==> src/rtl/srmam_pkg.sv <==
`default_nettype none
package srmam_pkg;

  localparam int ROW_W   = 6;
  localparam int COL_W   = 6;
  localparam int IN_VAL_W = 32;
  localparam int SUM_W   = 48;
  localparam int TERM_W  = 56;
  localparam int VEC_DEPTH = 64;
  localparam int OUT_MAX = 64;
  localparam int NUM_ROWS_W = 7;
  localparam int THR_W   = 31;

  localparam longint SUM_MAX = (longint'(1) <<< (SUM_W - 1)) - 1;
  localparam longint SUM_MIN = -(longint'(1) <<< (SUM_W - 1));
  localparam longint TERM_LIM = longint'(1) <<< 54;

  localparam logic [2:0] MODE_ADD     = 3'd0;
  localparam logic [2:0] MODE_VEC     = 3'd1;
  localparam logic [2:0] MODE_MUL_ALL = 3'd2;
  localparam logic [2:0] MODE_ROW     = 3'd3;
  localparam logic [2:0] MODE_PRUNE   = 3'd4;
  localparam logic [2:0] MODE_CLEAR   = 3'd5;

  localparam logic CFG_NUM_ROWS  = 1'b0;
  localparam logic CFG_PRUNE_THR = 1'b1;

  typedef struct packed {
    logic [2:0]                 mode;
    logic [ROW_W-1:0]           row;
    logic [COL_W-1:0]           col;
    logic signed [IN_VAL_W-1:0] value;
  } in_item_t;

  typedef struct packed {
    logic [ROW_W-1:0]        row_index;
    logic signed [SUM_W-1:0] sum;
    logic                    last;
    logic                    overflow;
  } out_item_t;

  typedef enum logic [3:0] {
    DP_NOP,
    DP_LATCH,
    DP_START,
    DP_CNT_RD,
    DP_SCAN,
    DP_ADD_UPD,
    DP_ADD_NEW,
    DP_SUM,
    DP_EMIT,
    DP_PRUNE,
    DP_PRN_WB
  } dp_op_t;

  typedef struct packed {
    dp_op_t op;
  } dp_cmd_t;

  typedef struct packed {
    logic [2:0] mode;
    logic       add_ok;
    logic       m_zero;
    logic       scan_hit;
    logic       scan_end;
    logic       sum_done;
    logic       out_free;
    logic       emit_last;
    logic       prn_last;
  } dp_sts_t;

endpackage
`default_nettype wire

==> src/rtl/srmam_ctrl.sv <==
`default_nettype none
module srmam_ctrl (
  input  wire logic              clk,
  input  wire logic              rst_n,
  input  wire logic              in_valid,
  output logic                   in_ready,
  input  wire srmam_pkg::dp_sts_t sts,
  output srmam_pkg::dp_cmd_t     cmd
);

  typedef enum logic [10:0] {
    S_IDLE     = 11'b000_0000_0001,
    S_DECODE   = 11'b000_0000_0010,
    S_CNT      = 11'b000_0000_0100,
    S_ADD_SCAN = 11'b000_0000_1000,
    S_ADD_UPD  = 11'b000_0001_0000,
    S_ADD_NEW  = 11'b000_0010_0000,
    S_SUM_RUN  = 11'b000_0100_0000,
    S_EMIT     = 11'b000_1000_0000,
    S_PRN_RUN  = 11'b001_0000_0000,
    S_PRN_WB   = 11'b010_0000_0000,
    S_SPARE    = 11'b100_0000_0000
  } state_t;

  state_t state_r, state_nxt;

  always_ff @(posedge clk) begin
    if (!rst_n) begin
      state_r <= S_IDLE;
    end else begin
      state_r <= state_nxt;
    end
  end

  always_comb begin
    state_nxt = state_r;
    cmd.op    = srmam_pkg::DP_NOP;
    in_ready  = 1'b0;
    case (state_r)
      S_IDLE: begin
        in_ready = 1'b1;
        if (in_valid) begin
          cmd.op    = srmam_pkg::DP_LATCH;
          state_nxt = S_DECODE;
        end
      end
      S_DECODE: begin
        cmd.op    = srmam_pkg::DP_START;
        state_nxt = S_IDLE;
        case (sts.mode)
          srmam_pkg::MODE_ADD:     state_nxt = sts.add_ok ? S_CNT : S_IDLE;
          srmam_pkg::MODE_MUL_ALL: state_nxt = sts.m_zero ? S_IDLE : S_CNT;
          srmam_pkg::MODE_ROW:     state_nxt = S_CNT;
          srmam_pkg::MODE_PRUNE:   state_nxt = S_CNT;
          default:                 state_nxt = S_IDLE;
        endcase
      end
      S_CNT: begin
        cmd.op = srmam_pkg::DP_CNT_RD;
        case (sts.mode)
          srmam_pkg::MODE_ADD:   state_nxt = S_ADD_SCAN;
          srmam_pkg::MODE_PRUNE: state_nxt = S_PRN_RUN;
          default:               state_nxt = S_SUM_RUN;
        endcase
      end
      S_ADD_SCAN: begin
        cmd.op = srmam_pkg::DP_SCAN;
        if (sts.scan_hit) begin
          state_nxt = S_ADD_UPD;
        end else if (sts.scan_end) begin
          state_nxt = S_ADD_NEW;
        end
      end
      S_ADD_UPD: begin
        cmd.op    = srmam_pkg::DP_ADD_UPD;
        state_nxt = S_IDLE;
      end
      S_ADD_NEW: begin
        cmd.op    = srmam_pkg::DP_ADD_NEW;
        state_nxt = S_IDLE;
      end
      S_SUM_RUN: begin
        cmd.op = srmam_pkg::DP_SUM;
        if (sts.sum_done) begin
          state_nxt = S_EMIT;
        end
      end
      S_EMIT: begin
        if (sts.out_free) begin
          cmd.op    = srmam_pkg::DP_EMIT;
          state_nxt = sts.emit_last ? S_IDLE : S_CNT;
        end
      end
      S_PRN_RUN: begin
        cmd.op = srmam_pkg::DP_PRUNE;
        if (sts.scan_end) begin
          state_nxt = S_PRN_WB;
        end
      end
      S_PRN_WB: begin
        cmd.op    = srmam_pkg::DP_PRN_WB;
        state_nxt = sts.prn_last ? S_IDLE : S_CNT;
      end
      default: begin
        state_nxt = S_IDLE;
      end
    endcase
  end

endmodule
`default_nettype wire

==> config.mk <==
export PLATFORM = sky130hd
export DESIGN_NAME = srmam_ctrl
export DESIGN_NICKNAME = d
export VERILOG_FILES = /design/src/rtl/srmam_pkg.sv /design/src/rtl/srmam_ctrl.sv
export SDC_FILE = /design/constraint.sdc
export NUM_CORES = 1
export LEC_CHECK = 0
export BUFFER_PORTS_ARGS = -buffer_cell sky130_fd_sc_hd__buf_2
export CAP_MARGIN = 10
export CORE_MARGIN = 8
export CORE_UTILIZATION = 40
export CTS_BUF_LIST = sky130_fd_sc_hd__clkbuf_8 sky130_fd_sc_hd__clkbuf_16
export DETAILED_ROUTE_END_ITERATION = 12
export PLACE_DENSITY = 0.7
export SYNTH_ARGS = -nofsm -noshare
export SYNTH_HDL_FRONTEND = slang
export SYNTH_SLANG_ARGS = --single-unit
==> constraint.sdc <==
create_clock -name clk -period 2.1 [get_ports clk]
set_clock_uncertainty 0.1 [all_clocks]
set_input_delay 0.42 -clock clk [delete_from_list [all_inputs] [get_ports clk]]
set_output_delay 0.42 -clock clk [all_outputs]
set_load 0.02 [all_outputs]
==> implementation parameters, run 1 <==
Parameter                              Value

Global route
  Vias in the first global route ... 933
  Initial antenna violation count ... 0
  Largest net degree at the start of global routing ... 8
  GRT Resource Usage Total ... 14.1%
  Global-route wire length before repair ... 3.91 mm
  Total grt overflow ... 0

Logic synthesis
  Post-synthesis cell count ... 95
  Number of enable flip-flop cells after synthesis ... 0
  Syn nets ... 109
  Seq/Total Area, Yosys ... 26.4%
  Number of synthesized register bits ... 10
  Yosys cell types ... 36
  Per-instance average area after synthesis ... 7.97 um2
  Netlist area before placement ... 757 um2
  Yosys Warn Count ... 0
  Fraction of registers with async set/reset ... 0%
  Predominant post-synthesis flop cell ... dfxtp_1

STA
  Final Cycle Share ... 105%
  Setup repair after global routing missed its margin ... true
  Min cycle time layout ... 2.20 ns
  TNS Setup ... -0.191 ns
  Count of final max-slew check failures ... 0
  Slew headroom ... 80.6%
  Highest attainable clock frequency ... 455 MHz
  Final-report hold violation count ... 0
  Final setup violation count ... 3
  Final hold slack ... 0.280 ns
  Slew @ Worst Pin ... 0.288 ns
  Final Worst Setup Slack ... -0.0982 ns

Routing
  Ratio of routed vias to standard cells ... 5.66
  Mean routed wirelength per cell ... 15.9 um
  Iteration-0 DRC Markers ... 40
  Detailed Route WL ... 2.64 mm
  Post-route DRC ... 0
  Total number of vias ... 940
  Count of antenna-violating nets left after detailed routing ... 0
  DR pass1 iterations ... 4

Setup path
  Crit-path max cell delay ... 0.37 ns
  CP top delay family ... simple AND/OR/NAND/NOR gates
  Number of cells on the critical path ... 6
  Cells traversed along the worst timing path ... nor4_2 -> buf_4 -> nand4b_1 -> nand3_1 -> or3_1 -> buf_6
  Endpoint of the worst register-to-register path ... state_r[0]
  Critical Path Slowest Stage Cell ... dfxtp_4
  Critical path capture point type ... output pin
  Internal reg-to-reg setup slack ... 0.09 ns
  Endpoint required time on the critical path ... 1.58 ns
  Depth of the worst register-to-register path ... 9
  Crit Path Class ... flop to output pin
  Startpoint types ... flop
  Max Fanout on Critical Path ... 7
  Number of buffers and inverters on the critical path ... 2
  R2R Path Start ... state_r[4]
  Data arrival time of the critical path ... 1.68 ns

Power and ir drop
  Cell leakage power ... 0.512 nW
  Highest ir drop seen on vdd ... 406 uV
  Power density over cell area ... 565 mW/mm2
  Final total power ... 0.680 mW

Clock tree
  Longest Clk Path Bufs ... 2
  Num CTS Buffers ... 3
  Clock latency on the worst-skew pair ... 0.23 ns
  Clock sink count ... 10
  CTS tree ... yes
  CTS Root Buffer Type ... clkbuf_8
  CTS HTree Levels ... 1
  Clock-pin slew on the worst setup and hold paths ... 0.05 ns

Placed design
  Quantity of I/O buffers inserted on ports ... 18
  Detailed-placement wirelength estimate ... 1.75 mm
  Dpl cells ... 148
  Final RePlAce weighted congestion ... 0.855

Finish
  ANT cells ... 0
  Number of cells in the finished layout apart from fillers ... 166
  Post-route core utilization ... 69.0%
  Largest registers ... state_r x10
  Area growth, synth to finish ... 59.0%
  Most flops, register ... state_r
  Total number of nets in the final design ... 156
  Fraction of layout instances using a drive strength above 1 ... 51.8%
  Flip-flop count of the largest register, all copies and words added ... 10

Min path
  Launch point of the worst hold path ... sts[5]
  Cells on Worst Hold Path ... 2
  Hold path endpoint ... state_r[5]
  Type of the most critical hold path ... primary input to flop

Floorplanning
  # rows ... 15
  Initial Util ... 43.4%
  # IOs ... 19
  Total die area ... 0.00354 mm2
  Area of the placeable core ... 0.00175 mm2
  Vert. Die Dim ... 59.5 um
  Die width ... 59.5 um

Status
  Failing checks ... setup timing
  Run status ... finished, violations left

Run
  Maximum Capacitance Violations ... 0
==> through the flow <==
stage | worst slack [ns] | cell area [um2]
finish | -0.0982 | 1200
global placement | 0.0611 | 957
floorplan | 0.0625 | 757
global route | -0.180 | 1200
CTS | -0.0393 | 1100
detailed placement | 0.0634 | 957
==> what timing repair did <==
action	4_1_cts	5_1_grt
gates cloned	0	0
pin swaps	5	2
gates resized for setup	22	11
endpoints found under the setup margin	5	5
hold buffers	0	0
buffers inserted	6	8
==> final cells by class <==
type	instances	area, um2
Multi-Input combinational cell	77	544
Fill cell	129	542
Timing Repair Buffer	46	328
Sequential cell	10	230
Clock buffer	4	55.1
Tap cell	25	31.3
Inverter	4	15.0
==> worst max path at each step <==
stage	slack, ns	from	endpoint
4_1_cts	-0.04	state_r[7]	cmd[1]
3_5_place_dp	0.06	state_r[4]	cmd[0]
6_report	-0.1	state_r[9]	cmd[1]
5_1_grt	-0.18	state_r[5]	cmd[1]
2_1_floorplan	0.06	state_r[4]	cmd[0]
3_3_place_gp	0.06	state_r[4]	cmd[0]
==> cells by family after synthesis <==
kind of cell	Yosys count	share of synthesized area [%]
xor+xnor	3	3.47
buf+inv	8	5.45
compound gates	18	17.2
mux	1	1.32
flops	10	26.4
simple gates	55	46.1
==> synth_stat cells, types with 2 or more instances <==
cell | instances | area (um2)
dfxtp_1 | 10 | 200
nor2_1 | 9 | 33.8
nor3_1 | 7 | 35.0
a21oi_1 | 6 | 30.0
nand3_1 | 5 | 25.0
nand4_1 | 5 | 31.3
inv_1 | 4 | 15.0
nand2b_1 | 4 | 25.0
nor2b_1 | 4 | 25.0
nor3b_1 | 4 | 30.0
buf_2 | 3 | 15.0
nand2_1 | 3 | 11.3
o211ai_1 | 3 | 22.5
and2_1 | 2 | 12.5
nand4b_1 | 2 | 17.5
nor4_1 | 2 | 12.5
nor4_4 | 2 | 42.5
xnor2_1 | 2 | 17.5
==> report_power, final <==
group	internal [mW]	total (mW)	leakage (nW)	switching, mW
clock network	0.165	0.240	0.0288	0.0756
registers	0.193	0.203	0.0873	0.0101
logic	0.126	0.236	0.396	0.110
total	0.483	0.680	0.512	0.196
==> worst register-to-register path: cells and delay by family (launching register included) <==
kind	cells	cell delay, ns
and+or+nand+nor	3	0.73
buffers and inverters	5	0.58
DFF	1	0.40
AOI/OAI and AO/OA	1	0.11
==> layer usage <==
layer	global-route usage, %	vias up	routed length, um
li1	-	447	-
met1	15.9	451	1200
met2	23.1	34	1260
met3	3.04	8	117
met4	9.18	0	65
met5	0	-	0
==> layout by cell type (no fill, tap or decap), drive strengths merged, types with 2 or more instances in the layout <==
cell,netlist,final
nand3,5,5
buf,4,46
nor3b,4,4
nor2b,4,4
nand2,4,4
dfxtp,10,10
a21oi,6,6
and2,2,2
clkbuf,0,4
nor4,4,4
o211ai,3,3
xnor2,2,2
nand2b,4,4
o2111ai,2,2
nand4b,2,2
nand4,5,5
inv,4,4
nor2,9,9
nor3,8,8
No activity file was read; power rests on OpenSTA's default activity.
==> run 2: changes to the inputs <==
--- a/config.mk
+++ b/config.mk
@@ -11,6 +11,7 @@
 export CORE_UTILIZATION = 40
 export CTS_BUF_LIST = sky130_fd_sc_hd__clkbuf_8 sky130_fd_sc_hd__clkbuf_16
 export DETAILED_ROUTE_END_ITERATION = 12
+export GPL_TIMING_DRIVEN = 0
 export PLACE_DENSITY = 0.7
 export SYNTH_ARGS = -nofsm -noshare
 export SYNTH_HDL_FRONTEND = slang
==> run 2 against run 1 <==
  * The flow still finishes with violations (setup timing)
  * First-iteration DRC count decreased by 43%
  * Hold slack got worse by 0.013 ns
  * Via count decreased by 1.3%
  * Clock power increased by 4%
  * Final cell count decreased by 0.60%
  * Flip-flop and latch count unchanged
  * Largest cell class unchanged
  * Highest routed layer unchanged
==> implementation parameters, run 2 (synthesis gave the netlist of run 1 again) <==
Parameter                              Value

Status
  Run status ... finished, violations left
  Failing checks ... setup timing

Global route
  Global-route wire length before repair ... 3.91 mm (unchanged)
  Met1 track demand over resource in global routing ... 17.1% (+1.2 points)
  Largest net degree at the start of global routing ... 10 (+2)
  Initial antenna violation count ... 0 (unchanged)
  Met2 global-route usage ... 22.5% (-0.62 points)
  Global Route met3 Usage ... 4.77% (+1.7 points)
  Vias in the first global route ... 878 (-5.9%)
  Busiest grt layer ... met2
  Total grt overflow ... 0 (unchanged)
  GRT Resource Usage Total ... 14.7% (+0.57 points)

Routing
  Iteration-0 DRC Markers ... 23 (-43%)
  Ratio of routed vias to standard cells ... 5.62 (-0.68%)
  Count of antenna-violating nets left after detailed routing ... 0 (unchanged)
  Detailed Route WL ... 2.70 mm (+2.2%)
  DR pass1 iterations ... 4 (unchanged)
  Post-route DRC ... 0 (unchanged)
  Mean routed wirelength per cell ... 16.4 um (+2.8%)
  Total number of vias ... 928 (-1.3%)

Power and ir drop
  Highest ir drop seen on vdd ... 407 uV (+0.14%)
  Power density over cell area ... 540 mW/mm2 (-4.3%)
  Cell leakage power ... 0.530 nW (+3.5%)

STA
  Final hold slack ... 0.267 ns (-0.0135 ns)
  Final Worst Setup Slack ... -0.117 ns (-0.0191 ns)
  Min cycle time layout ... 2.22 ns (+0.0191 ns)
  Slew headroom ... 77.7% (-2.9 points)
  Final setup violation count ... 10 (+7)
  Final Cycle Share ... 106% (+0.91 points)
  TNS Setup ... -0.563 ns (-0.372 ns)
  Setup repair after global routing missed its margin ... true
  Highest attainable clock frequency ... 451 MHz (-0.86%)
  Final-report hold violation count ... 0 (unchanged)
  Count of final max-slew check failures ... 0 (unchanged)
  Slew @ Worst Pin ... 0.330 ns (+0.0417 ns)

Finish
  ANT cells ... 0 (unchanged)
  Largest registers ... state_r x10
  Count of fill cells added during filler insertion ... 126 (-2.3%)
  Combined area of the multi-input logic cells ... 626 um2 (+15%)
  Flip-flop count of the largest register, all copies and words added ... 10 (unchanged)
  Commonest cells after routing, fill and taps aside ... buf_4 (27), buf_2 (13), nor2_1 (8)
  Area growth, synth to finish ... 66.8%
  Total number of nets in the final design ... 155 (-0.64%)
  Most common cell after layout, fill and taps aside ... buf_4
  Area of all placed cells without fillers ... 0.00126 mm2 (+4.9%)
  Fraction of layout instances using a drive strength above 1 ... 55.7% (+3.9 points)
  Most flops, register ... state_r
  Number of cells in the finished layout apart from fillers ... 165 (-0.60%)
  Storage cell area ... 211 um2 (-8.2%)

Setup path
  Endpoint required time on the critical path ... 1.58 ns (about the same)
  Data arrival time of the critical path ... 1.70 ns (+0.02 ns)
  Critical path capture point type ... output pin
  Depth of the worst register-to-register path ... 11 (+2)
  Startpoint types ... flop
  Crit Path Class ... flop to output pin
  Endpoint of the worst register-to-register path ... state_r[0]
  R2R Path Start ... state_r[4]
  Cell mode on critical path ... buf_6
  Crit-path max cell delay ... 0.31 ns (-0.06 ns)
  Max Fanout on Critical Path ... 5 (-2)
  Critical Path Slowest Stage Cell ... dfxtp_1
  Cells traversed along the worst timing path ... buf_6 -> nor4_4 -> buf_4 -> nand4_1 -> nand3_2 -> or3_4 -> buf_6
  Internal reg-to-reg setup slack ... -0.09 ns (-0.18 ns)
  CP top delay family ... simple AND/OR/NAND/NOR gates
  Number of buffers and inverters on the critical path ... 3 (+1)

Clock tree
  CTS Root Buffer Type ... clkbuf_8
  CTS HTree Levels ... 1 (unchanged)
  Clock latency on the worst-skew pair ... 0.24 ns (about the same)
  Clock sink count ... 10 (unchanged)
  Num CTS Buffers ... 3 (unchanged)
  Number of buffers inserted by hold repair at cts ... 0 (unchanged)
  Longest Clk Path Bufs ... 2 (unchanged)
  Clock-pin slew on the worst setup and hold paths ... 0.05 ns (about the same)
  CTS tree ... yes

Floorplanning
  Initial Util ... 43.4% (unchanged)
  # IOs ... 19 (unchanged)
  # rows ... 15 (unchanged)
  Vert. Die Dim ... 59.5 um (unchanged)
  Die width ... 59.5 um (unchanged)
  Total die area ... 0.00354 mm2 (unchanged)
  Area of the placeable core ... 0.00175 mm2 (unchanged)

Min path
  Cells on Worst Hold Path ... 2 (unchanged)
  Hold path endpoint ... state_r[5]
  Launch point of the worst hold path ... sts[5]
  Type of the most critical hold path ... primary input to flop

Placed design
  Total placed instance area ... 878 um2 (-8.2%)
  Quantity of I/O buffers inserted on ports ... 18 (unchanged)
  Final RePlAce weighted congestion ... 0.912 (+6.7%)
  Detailed-placement wirelength estimate ... 1.56 mm (-11%)
  Dpl cells ... 138 (-6.8%)

Run
  Maximum Capacitance Violations ... 0 (unchanged)
[run 2: changes by cell type in the layout (fill, tap and decap cells not counted), moves of 2 or more]
cell     previous run  this run
nor3_1              6         4
nor4_2              2         0
dfxtp_2             3         6
dfxtp_4             7         1
dfxtp_1             0         3
nor4_4              2         4
buf_4              29        27
nand3_1             5         3
[run 2: worst max-delay path by stage]
stage,start,end,slack (ns),depth (start not counted)
after floorplan,state_r[4],cmd[0],0.06,6
after global placement,state_r[4],cmd[1],-0.14,6
after detailed placement,state_r[4],cmd[1],-0.15,6
after CTS,state_r[6],cmd[0],-0.11,8
after global routing,state_r[4],state_r[0],-0.22,11
final,state_r[4],cmd[1],-0.12,7
[run 2: area by class of cell]
type	instances	area share (%)
plain buffers	3	2.38
clock buffers	4	4.36
inverters	4	1.19
multi-input cells	77	49.6
flip-flops and latches	10	16.7
well taps	25	2.48
repair buffers	42	23.3
[run 2: power breakdown]
part           switching (mW)  total (mW)  internal (mW)
combinational           0.109       0.222          0.113
sequential             0.0126       0.211          0.198
clock                  0.0837       0.249          0.165
[run 2: stage by stage]
stage | setup WS [ns] | total power, mW | util, %
3_3_place_gp | -0.136 | 0.349 | 50.3
2_1_floorplan | 0.0625 | 0.304 | -
3_5_place_dp | -0.148 | 0.351 | 50.3
5_1_grt | -0.219 | 0.708 | 72.3
6_report | -0.117 | 0.682 | 72.3
4_1_cts | -0.110 | 0.651 | 64.9
[run 2: layer usage]
| layer | routed length, um | share of wire [%] |
|---|---|---|
| met1 | 1110 | 41 |
| met2 | 1340 | 50 |
| met3 | 165 | 6.1 |
| met4 | 88 | 3.3 |
| met5 | 0 | 0 |
[run 2: repair_timing]
| item | CTS | global route |
|---|---|---|
| resized for setup | 20 | 23 |
| pin swaps | 12 | 8 |
| setup buffers | 17 | 7 |
| endpoints found under the setup margin | 5 | 11 |
==> run 3: changes to the inputs <==
--- a/config.mk
+++ b/config.mk
@@ -13,6 +13,8 @@
 export DETAILED_ROUTE_END_ITERATION = 12
 export GPL_TIMING_DRIVEN = 0
 export PLACE_DENSITY = 0.7
+export RECOVER_POWER = 25
 export SYNTH_ARGS = -nofsm -noshare
 export SYNTH_HDL_FRONTEND = slang
 export SYNTH_SLANG_ARGS = --single-unit
+export TNS_END_PERCENT = 20
==> run 3 against run 2 <==
  * The run still ends with setup timing left
  * Sequential power about the same
  * Count of clock-buffer cells in the layout unchanged
  * Worst setup slack lost 0.032 ns
  * Largest power group unchanged
  * Highest routed layer unchanged
==> implementation parameters, run 3 (synthesis gave the netlist of run 1 again) <==
Parameter                              Value

Clock tree
  Longest Clk Path Bufs ... 2 (unchanged)
  CTS HTree Levels ... 1 (unchanged)
  Num CTS Buffers ... 3 (unchanged)
  Clock sink count ... 10 (unchanged)
  Clock latency on the worst-skew pair ... 0.24 ns (about the same)
  CTS Root Buffer Type ... clkbuf_8
  Clock-pin slew on the worst setup and hold paths ... 0.05 ns (about the same)
  CTS tree ... yes
  Number of buffers inserted by hold repair at cts ... 0 (unchanged)

Routing
  Post-route DRC ... 0 (unchanged)
  Met1 Wirelength ... 974 um (-12%)
  Detail Route met3 WL ... 191 um (+16%)
  Ratio of routed vias to standard cells ... 5.59 (-0.66%)
  Mean routed wirelength per cell ... 15.3 um (-6.4%)
  Count of antenna-violating nets left after detailed routing ... 0 (unchanged)
  Iteration-0 DRC Markers ... 23 (unchanged)
  Routed met2 length ... 1.16 mm (-14%)
  Total number of vias ... 866 (-6.7%)
  Detailed Route WL ... 2.38 mm (-12%)
  Top routing layer in use ... met4
  DR pass1 iterations ... 4 (unchanged)

Setup path
  Internal reg-to-reg setup slack ... -0.08 ns (about the same)
  Data arrival time of the critical path ... 1.73 ns (+0.03 ns)
  Cells traversed along the worst timing path ... buf_6 -> nor4_4 -> buf_4 -> nand4b_1 -> inv_1 -> nand2_1 -> nand4_1 -> buf_4
  Depth of the worst register-to-register path ... 11 (unchanged)
  R2R Path Start ... state_r[4]
  Critical Path Slowest Stage Cell ... dfxtp_1
  Critical path capture point type ... output pin
  Capturing instance or port of the critical path ... cmd[0]
  Source of the critical timing path ... state_r[4]
  Max Fanout on Critical Path ... 5 (unchanged)
  Number of cells on the critical path ... 8 (+1)
  Startpoint types ... flop
  Cell mode on critical path ... buf_4
  Number of buffers and inverters on the critical path ... 4 (+1)
  Endpoint required time on the critical path ... 1.58 ns (about the same)
  Crit Path Class ... flop to output pin
  Endpoint of the worst register-to-register path ... state_r[0]
  CP top delay family ... buffers and inverters
  Crit-path max cell delay ... 0.30 ns (about the same)

Status
  Failing checks ... setup timing
  Run status ... finished, violations left

Placed design
  Detailed-placement wirelength estimate ... 1.56 mm (unchanged)
  Quantity of I/O buffers inserted on ports ... 18 (unchanged)
  Final RePlAce weighted congestion ... 0.912 (unchanged)
  Total placed instance area ... 878 um2 (unchanged)
  Dpl cells ... 138 (unchanged)
  Placement-stage worst setup slack ... -0.148 ns (unchanged)

Global route
  Initial antenna violation count ... 0 (unchanged)
  GRT Resource Usage Total ... 14.3% (-0.31 points)
  Vias in the first global route ... 872 (-0.68%)
  Global-route wire length before repair ... 3.85 mm (-1.6%)
  Largest net degree at the start of global routing ... 10 (unchanged)
  Total grt overflow ... 0 (unchanged)

Power and ir drop
  Power density over cell area ... 593 mW/mm2 (+9.8%)
  Highest ir drop seen on vdd ... 355 uV (-13%)
  Cell leakage power ... 0.470 nW (-11%)

Finish
  Number of cells in the finished layout apart from fillers ... 155 (-6.1%)
  Fraction of layout instances using a drive strength above 1 ... 43.8% (-12 points)
  ANT cells ... 0 (unchanged)
  Most common cell after layout, fill and taps aside ... buf_4
  Largest registers ... state_r x10
  Commonest cells after routing, fill and taps aside ... buf_4 (18), buf_2 (15), nor2_1 (9)
  Area growth, synth to finish ... 48.3%
  Area of all placed cells without fillers ... 0.00112 mm2 (-11%)
  Most flops, register ... state_r
  Flip-flop count of the largest register, all copies and words added ... 10 (unchanged)
  Total number of nets in the final design ... 145 (-6.5%)

Floorplanning
  # rows ... 15 (unchanged)
  # IOs ... 19 (unchanged)
  Area of the placeable core ... 0.00175 mm2 (unchanged)
  Die width ... 59.5 um (unchanged)
  Total die area ... 0.00354 mm2 (unchanged)
  Vert. Die Dim ... 59.5 um (unchanged)
  Initial Util ... 43.4% (unchanged)

STA
  Count of final max-slew check failures ... 0 (unchanged)
  Min cycle time layout ... 2.25 ns (+0.0317 ns)
  Final Cycle Share ... 107% (+1.5 points)
  Setup repair after global routing missed its margin ... true
  Final Worst Setup Slack ... -0.149 ns (-0.0317 ns)
  Slew @ Worst Pin ... 0.327 ns (-0.00279 ns)
  Final setup violation count ... 7 (-3)
  Highest attainable clock frequency ... 445 MHz (-1.4%)
  TNS Setup ... -0.420 ns (+0.144 ns)
  Final-report hold violation count ... 0 (unchanged)
  Slew headroom ... 78.1% (+0.40 points)

Run
  Maximum Capacitance Violations ... 0 (unchanged)

Min path
  Type of the most critical hold path ... primary input to flop
[run 3: what timing repair did]
action	CTS	global route
gates resized for setup	17	7
pin swaps	9	1
buffers inserted	14	0
endpoints found under the setup margin	5	11
[run 3: metrics by stage]
step                      util (%)  hold WS [ns]  power, mW
after detailed placement      50.3         0.515      0.351
after floorplan                  -         0.399      0.304
after global placement        50.3         0.501      0.349
after global routing          64.3         0.284      0.694
final                         64.3         0.272      0.666
after CTS                     63.0         0.273      0.651
[run 3: area by class of cell]
class	instances	area [um2]
clock buffer	4	55.1
buffer	3	23.8
multi-input combinational	77	581
sequential	10	208
fill	140	623
inverter	4	15.0
tap	25	31.3
timing repair buffer	32	209
[run 3: power by group]
group / switching [mW] / internal [mW]
registers: 0.0122 / 0.200
clock network: 0.0797 / 0.165
logic: 0.103 / 0.106
[run 3: how the worst min path moves through the flow]
stage	startpoint	cells after the start	to	slack, ns
after CTS	sts[5]	2	state_r[5]	0.27
after floorplan	sts[5]	1	state_r[5]	0.40
after global placement	state_r[0]	2	state_r[1]	0.50
final	sts[5]	2	state_r[5]	0.27
after detailed placement	state_r[0]	2	state_r[1]	0.51
after global routing	sts[5]	2	state_r[5]	0.28
[run 3: worst reg2reg max path, cell delays in order (launching register included)]
cell	delay (ns)
dfxtp_1	0.30
buf_6	0.13
nor4_4	0.29
buf_4	0.20
nand4b_1	0.14
buf_4	0.17
buf_4	0.12
buf_4	0.12
buf_4	0.12
a211oi_1	0.16
a221oi_1	0.08
o211ai_1	0.17
[run 3: per-layer routing]
layer | track usage [%] | vias up
met2 | 21.4 | 39
li1 | - | 427
met1 | 17.0 | 394
met3 | 4.77 | 6
met4 | 9.18 | 0
met5 | 0 | -
